[src/rtl/ftda_pkg.sv]
package ftda_pkg;

	// Number format
	localparam int VALUE_W      = 32;
	localparam int FRAC_BITS    = 16;
	localparam int IPART_W      = VALUE_W - FRAC_BITS;
	localparam int MAX_DECIMALS = 9;
	localparam int DEC_W        = 4;
	localparam logic [DEC_W-1:0] DECIMALS_RESET = 4'd2;

	// Decimal digits needed for an unsigned value of the given width
	function automatic int digits_for(input int bits);
		longint v;
		int n;
		v = (longint'(1) <<< bits) - 1;
		n = 0;
		do begin
			v = v / 10;
			n++;
		end while (v != 0);
		return n;
	endfunction

	localparam int NDIG   = digits_for(IPART_W);
	localparam int BCD_W  = NDIG * 4;
	localparam int DIG_IW = (NDIG > 1) ? $clog2(NDIG) : 1;
	localparam int CNT_W  = $clog2(IPART_W + 1);
	localparam int FW10   = FRAC_BITS + 4;

	// ASCII codes
	localparam logic [7:0] CH_ZERO  = 8'h30;
	localparam logic [7:0] CH_MINUS = 8'h2D;
	localparam logic [7:0] CH_POINT = 8'h2E;
	localparam logic [7:0] CH_NUL   = 8'h00;

	// Shared unit operations
	typedef enum logic [1:0] {
		OP_DABBLE  = 2'b01,
		OP_TIMES10 = 2'b10
	} ftda_op_t;

	// Shared unit results
	typedef struct packed {
		logic [BCD_W-1:0]     bcd;
		logic [IPART_W-1:0]   bin;
		logic [FRAC_BITS-1:0] frac;
		logic [3:0]           digit;
	} ftda_unit_res_t;

endpackage

[src/rtl/ftda_ifs.sv]
interface ftda_in_if;
	logic                               valid;
	logic                               ready;
	logic signed [ftda_pkg::VALUE_W-1:0] value;
	modport source (output valid, output value, input ready);
	modport sink   (input valid, input value, output ready);
endinterface

interface ftda_out_if;
	logic       valid;
	logic       ready;
	logic [7:0] character;
	logic       last;
	modport source (output valid, output character, output last, input ready);
	modport sink   (input valid, input character, input last, output ready);
endinterface

interface ftda_cfg_if;
	logic                           valid;
	logic                           ready;
	logic [ftda_pkg::DEC_W-1:0]     decimals;
	modport source (output valid, output decimals, input ready);
	modport sink   (input valid, input decimals, output ready);
endinterface

[src/rtl/fixed_to_decimal_ascii.sv]
// Channel  Role    Transfer when        Payload
// din      sink    valid && ready       value (signed Q15.16)
// dout     source  valid && ready       character, last (set on NUL)
// cfg      sink    valid && ready       decimals (ready always high)
//
// A value is accepted, converted to BCD over its IPART_W integer bits in the
// shared shift/add unit, then sent one character per cycle (up to 17) while
// dout is ready.
// Fraction digits reuse the same unit as a multiply-by-ten step.
// arst_n clears the sequencer, the output valid and sets decimals to 2.
// A dout stall holds the sequencer in its character states; din is ready only between values.
module fixed_to_decimal_ascii (
	input  logic              clk,
	input  logic              arst_n,
	ftda_in_if.sink           din,
	ftda_out_if.source        dout,
	ftda_cfg_if.sink          cfg
);
	import ftda_pkg::*;

	typedef enum logic [6:0] {
		S_IDLE  = 7'b0000001,
		S_CONV  = 7'b0000010,
		S_SIGN  = 7'b0000100,
		S_INT   = 7'b0001000,
		S_POINT = 7'b0010000,
		S_FRAC  = 7'b0100000,
		S_TERM  = 7'b1000000
	} state_t;

	state_t               state_q;
	logic [DEC_W-1:0]     dec_q;
	logic                 neg_q;
	logic [IPART_W-1:0]   bin_q;
	logic [BCD_W-1:0]     bcd_q;
	logic [FRAC_BITS-1:0] frac_q;
	logic [CNT_W-1:0]     cnt_q;
	logic [DIG_IW-1:0]    dig_q;
	logic [DEC_W-1:0]     fcnt_q;
	logic                 ov_q;
	logic [7:0]           och_q;
	logic                 olast_q;

	logic [VALUE_W-1:0]   raw;
	logic [VALUE_W-1:0]   mag;
	logic [DEC_W-1:0]     nd;
	logic [DIG_IW-1:0]    lead;
	logic                 emit_ok;
	logic                 emit;
	logic [7:0]           ch;
	logic                 ch_last;
	ftda_op_t             op;
	ftda_unit_res_t       res;

	// Configuration register
	assign cfg.ready = 1'b1;
	always_ff @(posedge clk or negedge arst_n) begin
		if (!arst_n) begin
			dec_q <= DECIMALS_RESET;
		end else if (cfg.valid) begin
			dec_q <= cfg.decimals;
		end
	end

	// Saturated digit count
	assign nd = (dec_q > DEC_W'(MAX_DECIMALS)) ? DEC_W'(MAX_DECIMALS) : dec_q;

	// Magnitude of the input
	assign raw = din.value;
	assign mag = raw[VALUE_W-1] ? (VALUE_W'(0) - raw) : raw;

	// Shared shift/add unit
	assign op = (state_q == S_FRAC) ? OP_TIMES10 : OP_DABBLE;

	ftda_unit u_unit (
		.op   (op),
		.bcd  (bcd_q),
		.bin  (bin_q),
		.frac (frac_q),
		.res  (res)
	);

	// Highest nonzero BCD digit of the finished conversion
	always_comb begin
		lead = '0;
		for (int i = 0; i < NDIG; i++) begin
			if (res.bcd[i*4 +: 4] != 4'd0) begin
				lead = DIG_IW'(i);
			end
		end
	end

	assign din.ready = (state_q == S_IDLE);
	assign emit_ok   = !ov_q || dout.ready;

	// Character chosen by the current state
	always_comb begin
		emit = 1'b0;
		ch = CH_NUL;
		ch_last = 1'b0;
		case (state_q)
			S_SIGN: begin
				emit = 1'b1;
				ch = CH_MINUS;
			end
			S_INT: begin
				emit = 1'b1;
				ch = CH_ZERO + {4'b0, bcd_q[dig_q*4 +: 4]};
			end
			S_POINT: begin
				emit = 1'b1;
				ch = CH_POINT;
			end
			S_FRAC: begin
				emit = 1'b1;
				ch = CH_ZERO + {4'b0, res.digit};
			end
			S_TERM: begin
				emit = 1'b1;
				ch = CH_NUL;
				ch_last = 1'b1;
			end
			default: begin
				emit = 1'b0;
			end
		endcase
	end

	// Sequencer
	always_ff @(posedge clk or negedge arst_n) begin
		if (!arst_n) begin
			state_q <= S_IDLE;
		end else begin
			case (state_q)
				S_IDLE: begin
					if (din.valid) state_q <= S_CONV;
				end
				S_CONV: begin
					if (cnt_q == CNT_W'(1)) state_q <= neg_q ? S_SIGN : S_INT;
				end
				S_SIGN: begin
					if (emit_ok) state_q <= S_INT;
				end
				S_INT: begin
					if (emit_ok && dig_q == '0) state_q <= S_POINT;
				end
				S_POINT: begin
					if (emit_ok) state_q <= (nd == '0) ? S_TERM : S_FRAC;
				end
				S_FRAC: begin
					if (emit_ok && fcnt_q == DEC_W'(1)) state_q <= S_TERM;
				end
				S_TERM: begin
					if (emit_ok) state_q <= S_IDLE;
				end
				default: begin
					state_q <= S_IDLE;
				end
			endcase
		end
	end

	// Working registers
	always_ff @(posedge clk) begin
		case (state_q)
			S_IDLE: begin
				neg_q  <= raw[VALUE_W-1];
				bin_q  <= mag[VALUE_W-1:FRAC_BITS];
				frac_q <= mag[FRAC_BITS-1:0];
				bcd_q  <= '0;
				cnt_q  <= CNT_W'(IPART_W);
			end
			S_CONV: begin
				bcd_q <= res.bcd;
				bin_q <= res.bin;
				cnt_q <= cnt_q - CNT_W'(1);
				dig_q <= lead;
			end
			S_INT: begin
				if (emit_ok && dig_q != '0) dig_q <= dig_q - DIG_IW'(1);
			end
			S_POINT: begin
				fcnt_q <= nd;
			end
			S_FRAC: begin
				if (emit_ok) begin
					frac_q <= res.frac;
					fcnt_q <= fcnt_q - DEC_W'(1);
				end
			end
			default: begin
			end
		endcase
	end

	// Output register
	always_ff @(posedge clk or negedge arst_n) begin
		if (!arst_n) begin
			ov_q <= 1'b0;
		end else if (emit && emit_ok) begin
			ov_q <= 1'b1;
		end else if (dout.ready) begin
			ov_q <= 1'b0;
		end
	end

	always_ff @(posedge clk) begin
		if (emit && emit_ok) begin
			och_q   <= ch;
			olast_q <= ch_last;
		end
	end

	assign dout.valid     = ov_q;
	assign dout.character = och_q;
	assign dout.last      = olast_q;

	// Checks
	a_accept_conv: assert property (@(posedge clk) disable iff (!arst_n)
		din.valid && din.ready |=> state_q == S_CONV)
		else $error("accepted value did not start conversion");

	a_last_nul: assert property (@(posedge clk) disable iff (!arst_n)
		dout.valid && dout.last |-> dout.character == CH_NUL)
		else $error("last flag on a non-terminator");

	a_busy: assert property (@(posedge clk) disable iff (!arst_n)
		state_q != S_IDLE |-> !din.ready)
		else $error("input ready while busy");

	a_frac_cnt: assert property (@(posedge clk) disable iff (!arst_n)
		state_q == S_FRAC |-> fcnt_q != '0)
		else $error("fraction digit count underflow");

endmodule

[src/rtl/ftda_unit.sv]
module ftda_unit (
	input  ftda_pkg::ftda_op_t               op,
	input  logic [ftda_pkg::BCD_W-1:0]       bcd,
	input  logic [ftda_pkg::IPART_W-1:0]     bin,
	input  logic [ftda_pkg::FRAC_BITS-1:0]   frac,
	output ftda_pkg::ftda_unit_res_t         res
);
	import ftda_pkg::*;

	logic [BCD_W-1:0] adj;
	logic [FW10-1:0]  prod;

	// Double-dabble: add 3 to every BCD digit of 5 or more
	always_comb begin
		for (int i = 0; i < NDIG; i++) begin
			if (bcd[i*4 +: 4] >= 4'd5) begin
				adj[i*4 +: 4] = bcd[i*4 +: 4] + 4'd3;
			end else begin
				adj[i*4 +: 4] = bcd[i*4 +: 4];
			end
		end
	end

	// frac * 10 as (frac << 3) + (frac << 1)
	assign prod = ({4'b0, frac} << 3) + ({4'b0, frac} << 1);

	always_comb begin
		res = '0;
		case (op)
			OP_DABBLE: begin
				res.bcd = {adj[BCD_W-2:0], bin[IPART_W-1]};
				res.bin = bin << 1;
				res.frac = frac;
			end
			OP_TIMES10: begin
				res.bcd = bcd;
				res.bin = bin;
				res.frac = prod[FRAC_BITS-1:0];
				res.digit = prod[FW10-1:FRAC_BITS];
			end
			default: begin
				res.bcd = bcd;
				res.bin = bin;
				res.frac = frac;
			end
		endcase
	end

endmodule
[src/flat_wrapper.sv]
// flat-port wrapper written by rule: the top's interface ports become plain ports
module fixed_to_decimal_ascii_flat import ftda_pkg::*;
  (clk, arst_n, din_valid, din_value, din_ready, dout_valid, dout_character, dout_last, dout_ready, cfg_valid, cfg_decimals, cfg_ready);
  ftda_in_if din_i ();
  ftda_out_if dout_i ();
  ftda_cfg_if cfg_i ();
  input  logic clk;
  input  logic arst_n;
  input wire logic [$bits(din_i.valid)-1:0] din_valid;
  input wire logic [$bits(din_i.value)-1:0] din_value;
  output wire logic [$bits(din_i.ready)-1:0] din_ready;
  output wire logic [$bits(dout_i.valid)-1:0] dout_valid;
  output wire logic [$bits(dout_i.character)-1:0] dout_character;
  output wire logic [$bits(dout_i.last)-1:0] dout_last;
  input wire logic [$bits(dout_i.ready)-1:0] dout_ready;
  input wire logic [$bits(cfg_i.valid)-1:0] cfg_valid;
  input wire logic [$bits(cfg_i.decimals)-1:0] cfg_decimals;
  output wire logic [$bits(cfg_i.ready)-1:0] cfg_ready;
  assign din_i.valid = din_valid;
  assign din_i.value = din_value;
  assign din_ready = din_i.ready;
  assign dout_valid = dout_i.valid;
  assign dout_character = dout_i.character;
  assign dout_last = dout_i.last;
  assign dout_i.ready = dout_ready;
  assign cfg_i.valid = cfg_valid;
  assign cfg_i.decimals = cfg_decimals;
  assign cfg_ready = cfg_i.ready;
  fixed_to_decimal_ascii u_core (.clk(clk), .arst_n(arst_n), .din(din_i), .dout(dout_i), .cfg(cfg_i));
endmodule
[config.mk]
export PLATFORM = sky130hd
export DESIGN_NAME = fixed_to_decimal_ascii_flat
export DESIGN_NICKNAME = d
export VERILOG_FILES = /design/src/rtl/ftda_pkg.sv /design/src/rtl/ftda_ifs.sv /design/src/rtl/fixed_to_decimal_ascii.sv /design/src/rtl/ftda_unit.sv /design/src/flat_wrapper.sv
export SDC_FILE = /design/constraint.sdc
export NUM_CORES = 1
export LEC_CHECK = 0
export BUFFER_PORTS_ARGS = -buffer_cell sky130_fd_sc_hd__buf_4
export CORE_MARGIN = 2
export CORE_UTILIZATION = 60
export DETAILED_ROUTE_END_ITERATION = 8
export PLACE_DENSITY = 0.8
export SYNTH_ARGS = -nofsm -noshare
export SYNTH_HDL_FRONTEND = slang
export SYNTH_SLANG_ARGS = --single-unit
export TNS_END_PERCENT = 1
[constraint.sdc]
create_clock -name clk -period 6.6 [get_ports clk]
set_input_delay 1.32 -clock clk [delete_from_list [all_inputs] [get_ports clk]]
set_output_delay 1.32 -clock clk [all_outputs]
set_load 0.03 [all_outputs]
### Yosys cells after proc, flatten, opt, wreduce, memory -nomap -nowiden

Cells that the tools add are included.

* register bits: 86
* input port bits: 41
* output and inout port bits: 12
* word-level logic and storage cells: 118

* $add $sub $neg: 12
* order comparisons: 6
* equal/unequal tests: 24
* shift operators: 1
* mux-type cells: 38
* reductions and logical operators: 24

Operators by type and width (number)
* $pmux W52 S2: 1
* $pmux W16 S2: 2
* $mux W7: 8
* $pmux W7 S7: 1
* $pmux W20 S2: 1
* $mux W32: 1
* $mux W4: 8
* $pmux W8 S4: 1
* $sub A1 B32 Y32 const A: 1
* $add A19 B17 Y20: 1
* $ge A4 B3 Y1 const B: 5
* $shiftx A20 B6 Y4: 1
* $add A4 B2 Y4 const B: 4
* $mux W16: 1
* $reduce_bool A4 Y1: 4
* $mux W3: 5
* $add A6 B4 Y7 const A: 2
* $ne A2 B1 Y1 const B: 7
* $ne A2 B2 Y1 const B: 6
* $pmux W5 S2: 1
* $reduce_bool A2 Y1: 5
* $pmux W4 S2: 1
* $eq A7 B1 Y1 const B: 1
* $eq A7 B2 Y1 const B: 1
* 28 further kinds: 36

### Longest topological paths before layout

* word-level depth: 10
* gate-level depth with buffers: 10
* mapped depth without buffers: 10

### Modules after synthesis

Synthesis repeated with hierarchy kept, for this count alone.

* cell total of the unflattened synthesis: 700
* area, all modules: 6527.5 sq um

Modules (own cells, without submodules)
* fixed_to_decimal_ascii: instances 1, cells each 433, area each 4660.7 sq um, sequential area each 2464.9 sq um
* ftda_unit: instances 1, cells each 267, area each 1866.8 sq um, sequential area each 0.0 sq um

### Worst setup path after synthesis

OpenSTA, ideal clock, no wires.

* path kind: input-to-reg
* start: in din_value[11]
* end: reg u_core.bin_q[14] (data pin)
* setup time: 0.265 ns
* data arrival time: 3.304 ns
* required time: 6.335 ns
* slack: 3.031 ns
* stages on the path: 7
* path buffers: 0
* cell sequence: or4_4 or3_4 or4_4 nand2b_4 o31ai_4 xor2_1 o21ai_1

* longest elaborated chain between the ends: 3

Ends and longest elaborated chain
* from (decl): RTL line flat_wrapper.sv:10 `input wire logic [$bits(din_i.value)-1:0] din_value;`
* $sub A1 B32 Y32: RTL line fixed_to_decimal_ascii.sv:70 `assign mag = raw[VALUE_W-1] ? (VALUE_W'(0) - raw) : raw;`
* $mux W32: RTL line fixed_to_decimal_ascii.sv:70
* $pmux W16 S2: RTL line fixed_to_decimal_ascii.sv:165 `case (state_q)`
* to (signal assigned): RTL line fixed_to_decimal_ascii.sv:168 `bin_q <= mag[VALUE_W-1:FRAC_BITS];`
* to (signal assigned): RTL line fixed_to_decimal_ascii.sv:175 `bin_q <= res.bin;`
* to (decl): RTL line fixed_to_decimal_ascii.sv:34 `logic [IPART_W-1:0] bin_q;`

Every way passes these cells.
A chain may end at the register's enable or synchronous reset.

### Worst setup path after layout

* start: reg u_core.state_q[6]
* end: out din_ready

* longest elaborated chain between the ends: 1

Ends and longest elaborated chain
* from (decl): RTL line fixed_to_decimal_ascii.sv:31 `state_t state_q;`
* from (signal assigned): RTL line fixed_to_decimal_ascii.sv:139 `if (cnt_q == CNT_W'(1)) state_q <= neg_q ? S_SIGN : S_INT;`
* from (signal assigned): RTL line fixed_to_decimal_ascii.sv:148 `if (emit_ok) state_q <= (nd == '0) ? S_TERM : S_FRAC;`
* $eq A7 B1 Y1: RTL line fixed_to_decimal_ascii.sv:93 `assign din.ready = (state_q == S_IDLE);`
* to (decl): RTL line flat_wrapper.sv:11 `output wire logic [$bits(din_i.ready)-1:0] din_ready;`

Every way passes these cells.

==> qor.txt <==
Sequential Power Share - 0.356
Pwr dens - 495 nW/um2
Predominant post-synthesis flop cell - sky130_fd_sc_hd__edfxtp_1
Clk pwr share - 0.121
Commonest non-fill, non-tap cell in the layout - sky130_fd_sc_hd__nand2_1
Yosys Warn Count - 0
Synth Area in Simple Gates - 0.192
Aggregate global routing overflow - 0
Share of synthesized registers carrying an async set or reset - 0.143
Maximum single-stage delay on the critical path - 0.49 ns
Worst-skew pair later-pin latency - 0.38 ns
Std cell rows - 36
Hold path startpoint - u_core.bin_q[6]
Leakage component of the power - 2.57 nW
Hold Path Sink - u_core.bin_q[7]
DIE HEIGHT - 103 um
Share of the synthesized netlist area taken by xor and xnor gates - 0.0784
Combinational family with the most area after synthesis - simple AND/OR/NAND/NOR gates
Min Clock Period, post-route - 3.63 ns
Ordered list of cells on the worst path - nor3_1 > nand2_1 > or2_2 > inv_1 > buf_4
Global-route layer with the greatest usage - met2
Hold Path Cell Cnt - 2
# nets final - 751
Worst clock skew - 0.0113 ns
Maximum fanout along the worst path - 8
Register-to-Register Path Depth - 7
Placement-stage worst setup slack - 2.73 ns
Worst-Margin Slew - 1.19 ns
Share of final-layout standard cells stronger than drive strength 1 - 0.142
Met1 demand-to-capacity share in global routing - 0.347
H-tree level count - 3
# diodes - 0
Vias in the first global route - 4,577
CP required - 5.28 ns
Clock tree from TritonCTS - built
Net switching power figure - 1.43 mW
Antenna violation net count after detailed routing - 0
Area used by multi-input combinational logic - 3250 um2
Overall power consumption - 3.27 mW
Average footprint of a synthesized cell - 9.27 um2
Final Hold Violating Endpoints - 0
Number of synthesized flops with an enable pin - 72
Part of the total power dissipated in combinational logic - 0.523
Synthesis-stage register bit count - 84
Adder and majority gate portion of the synthesized area - 0.0689
Number of buffers inserted during clock tree synthesis - 9
Detailed placement HPWL - 9210 um
Overall via count from detail_route - 4,864
First-pass GRT wire length - 21,300 um
Count of distinct cell types in the synthesized netlist - 63
Synthesized-area fraction occupied by ao, oa, aoi and oai cells - 0.172
Period utilization - 0.551
Worst-path clk slew - 0.09 ns
Peak ir drop on the vdd network - 237 uV
Highest-count cells in the layout ignoring fill and taps - sky130_fd_sc_hd__nand2_1 (73), sky130_fd_sc_hd__edfxtp_1 (72), sky130_fd_sc_hd__o21ai_0 (60)
Maximum number of pins on one net before global-route repair - 39
Total Routing Usage GR - 0.256
Library cell used as clock root buffer - sky130_fd_sc_hd__clkbuf_8
Number of DRC violations after detailed routing - 0
Class of the tightest hold or removal check - reg2reg
IO buf count - 49
Placeable core region - 9680 um2
Number of maximum-capacitance constraint violations - 0
CP max-delay cell - sky130_fd_sc_hd__nor3_1
Initial cell density of the core - 0.611
R2r startpoint - u_core.state_q[6]
Sequential cell area - 2460 um2
Via/cell ratio - 5.96
Status - finished clean
Minimum setup slack in the final design - 2.97 ns
Bufs on Longest Clock Path - 2
Fraction of power spent switching nets - 0.436
Initial antenna violation count - 0
Global-route met3 utilization - 0.0672
Router iterations before antenna repair - 5
Average routed wire per standard cell - 15.6 um
Type of destination of the critical path - primary output
Critical Path Start Type - register
Width of the chip - 103 um
PostCTS Resize Cnt - 0
CTS sink count - 84
Arr. time, crit path - 2.31 ns
Total of hold buffers inserted after clock tree synthesis - 0
Synthesized area - 5920 um2
Final hold slack - 0.532 ns
Max-slew violations - 0
Setup repair after global routing missed its margin - no
Post-Route Utilization - 0.681
Internal power of the cells - 1.84 mW
Post-detailed-routing wire length - 12,700 um
Met2 Track Usage GR - 0.404
Max-Slew Margin vs Limit - 0.206
Weighted congestion reported at the end of routability-driven placement - 0.885
Syn-to-layout area delta - 11.4%
FF-to-FF End - u_core.state_q[6]
Count of boundary I/O pins - 53
Post-CTS setup buffers - 0
Setup slack of the worst register-to-register path - 3.25 ns
Number of filler cells placed in the layout - 761
Violation count after the first detailed-routing iteration - 234
Worst Path Class, Setup - reg2out
F_max - 0.275 GHz
Multiplexer fraction of the synthesized cell area - 0.0332
Area of the die - 10,700 um2
Total Neg Setup Slack - 0 ns
Number of instances in the synthesized netlist - 639
Final setup viols - 0
Post-synthesis sequential area ratio - 0.416
[power groups by stage]
stage	logic, mW	registers, mW	clock network [mW]
floorplan	1.31	1.11	0
finish	1.71	1.16	0.396
global placement	1.62	1.15	0
detailed placement	1.69	1.16	0
global route	1.91	1.20	0.423
CTS	1.70	1.16	0.402
[cells by family after synthesis]
family,Yosys count
AND/OR/NAND/NOR,230
AO/OA/AOI/OAI,167
flip-flops,84
buffers and inverters,57
XOR/XNOR,53
adder cells (fa/ha/maj),32
multiplexers,14
other,2
[metal layers]
layer / share of wire / wire length [um]
met1: 0.46 / 5810
met2: 0.47 / 5990
met3: 0.057 / 726
met4: 0.017 / 215
met5: 0 / 0
[final cells by class]
class | instances | share of cell area
Multi-Input combinational cell | 499 | 0.492
Sequential cell | 84 | 0.374
Timing Repair Buffer | 53 | 0.0603
Tap cell | 133 | 0.0252
Clock buffer | 9 | 0.0188
Inverter | 31 | 0.0176
Clock inverter | 7 | 0.0123
[registers in the layout, summed over array words and instances (netlist names)]
register / flops
u_core.cnt_q: 5
u_core.state_q: 7
u_core.dout.last: 1
u_core.neg_q: 1
u_core.fcnt_q: 4
u_core.bin_q: 16
u_core.frac_q: 16
u_core.dout.character: 6
u_core.dout.valid: 1
u_core.dec_q: 4
u_core.bcd_q: 20
u_core.dig_q: 3
[worst max-delay path, delay by kind of cell, from the launching register on]
| kind | cells | cell delay, ns |
|---|---|---|
| and+or+nand+nor | 3 | 1.11 |
| DFF | 1 | 0.46 |
| buffers and inverters | 2 | 0.37 |
[worst max-delay path by stage]
stage	from	depth (start not counted)	slack [ns]	endpoint
final	u_core.state_q[6]	5	2.97	din_ready
after global routing	u_core.state_q[6]	5	2.76	din_ready
after CTS	u_core.state_q[6]	5	2.94	din_ready
after detailed placement	din_value[4]	8	2.73	u_core.bin_q[14]
after global placement	din_value[4]	8	2.78	u_core.bin_q[14]
after floorplan	din_value[11]	7	3.03	u_core.bin_q[14]
[stage by stage]
stage                     std cells  cell area, um2
after floorplan                 640            5930
after global placement          800            6390
after detailed placement        800            6390
after CTS                       816            6600
after global routing            816            6600
final                           816            6600
[synthesized netlist by cell type (8+ instances only)]
cell type	count	share of area
sky130_fd_sc_hd__a21oi_1	53	0.045
sky130_fd_sc_hd__nand2_1	73	0.046
sky130_fd_sc_hd__nand3_1	18	0.015
sky130_fd_sc_hd__o31ai_1	9	0.011
sky130_fd_sc_hd__or3_1	9	0.0095
sky130_fd_sc_hd__xnor2_1	26	0.038
sky130_fd_sc_hd__or2_2	8	0.0085
sky130_fd_sc_hd__nor4_1	8	0.0085
sky130_fd_sc_hd__nor2_1	53	0.034
sky130_fd_sc_hd__inv_1	31	0.020
sky130_fd_sc_hd__o21ai_0	61	0.052
sky130_fd_sc_hd__ha_1	31	0.065
sky130_fd_sc_hd__edfxtp_1	72	0.37
sky130_fd_sc_hd__dfrtp_1	10	0.042
sky130_fd_sc_hd__xor2_1	27	0.040
sky130_fd_sc_hd__clkbuf_1	19	0.012
sky130_fd_sc_hd__nand2b_1	16	0.017
Power figures use the tool's default switching activity.
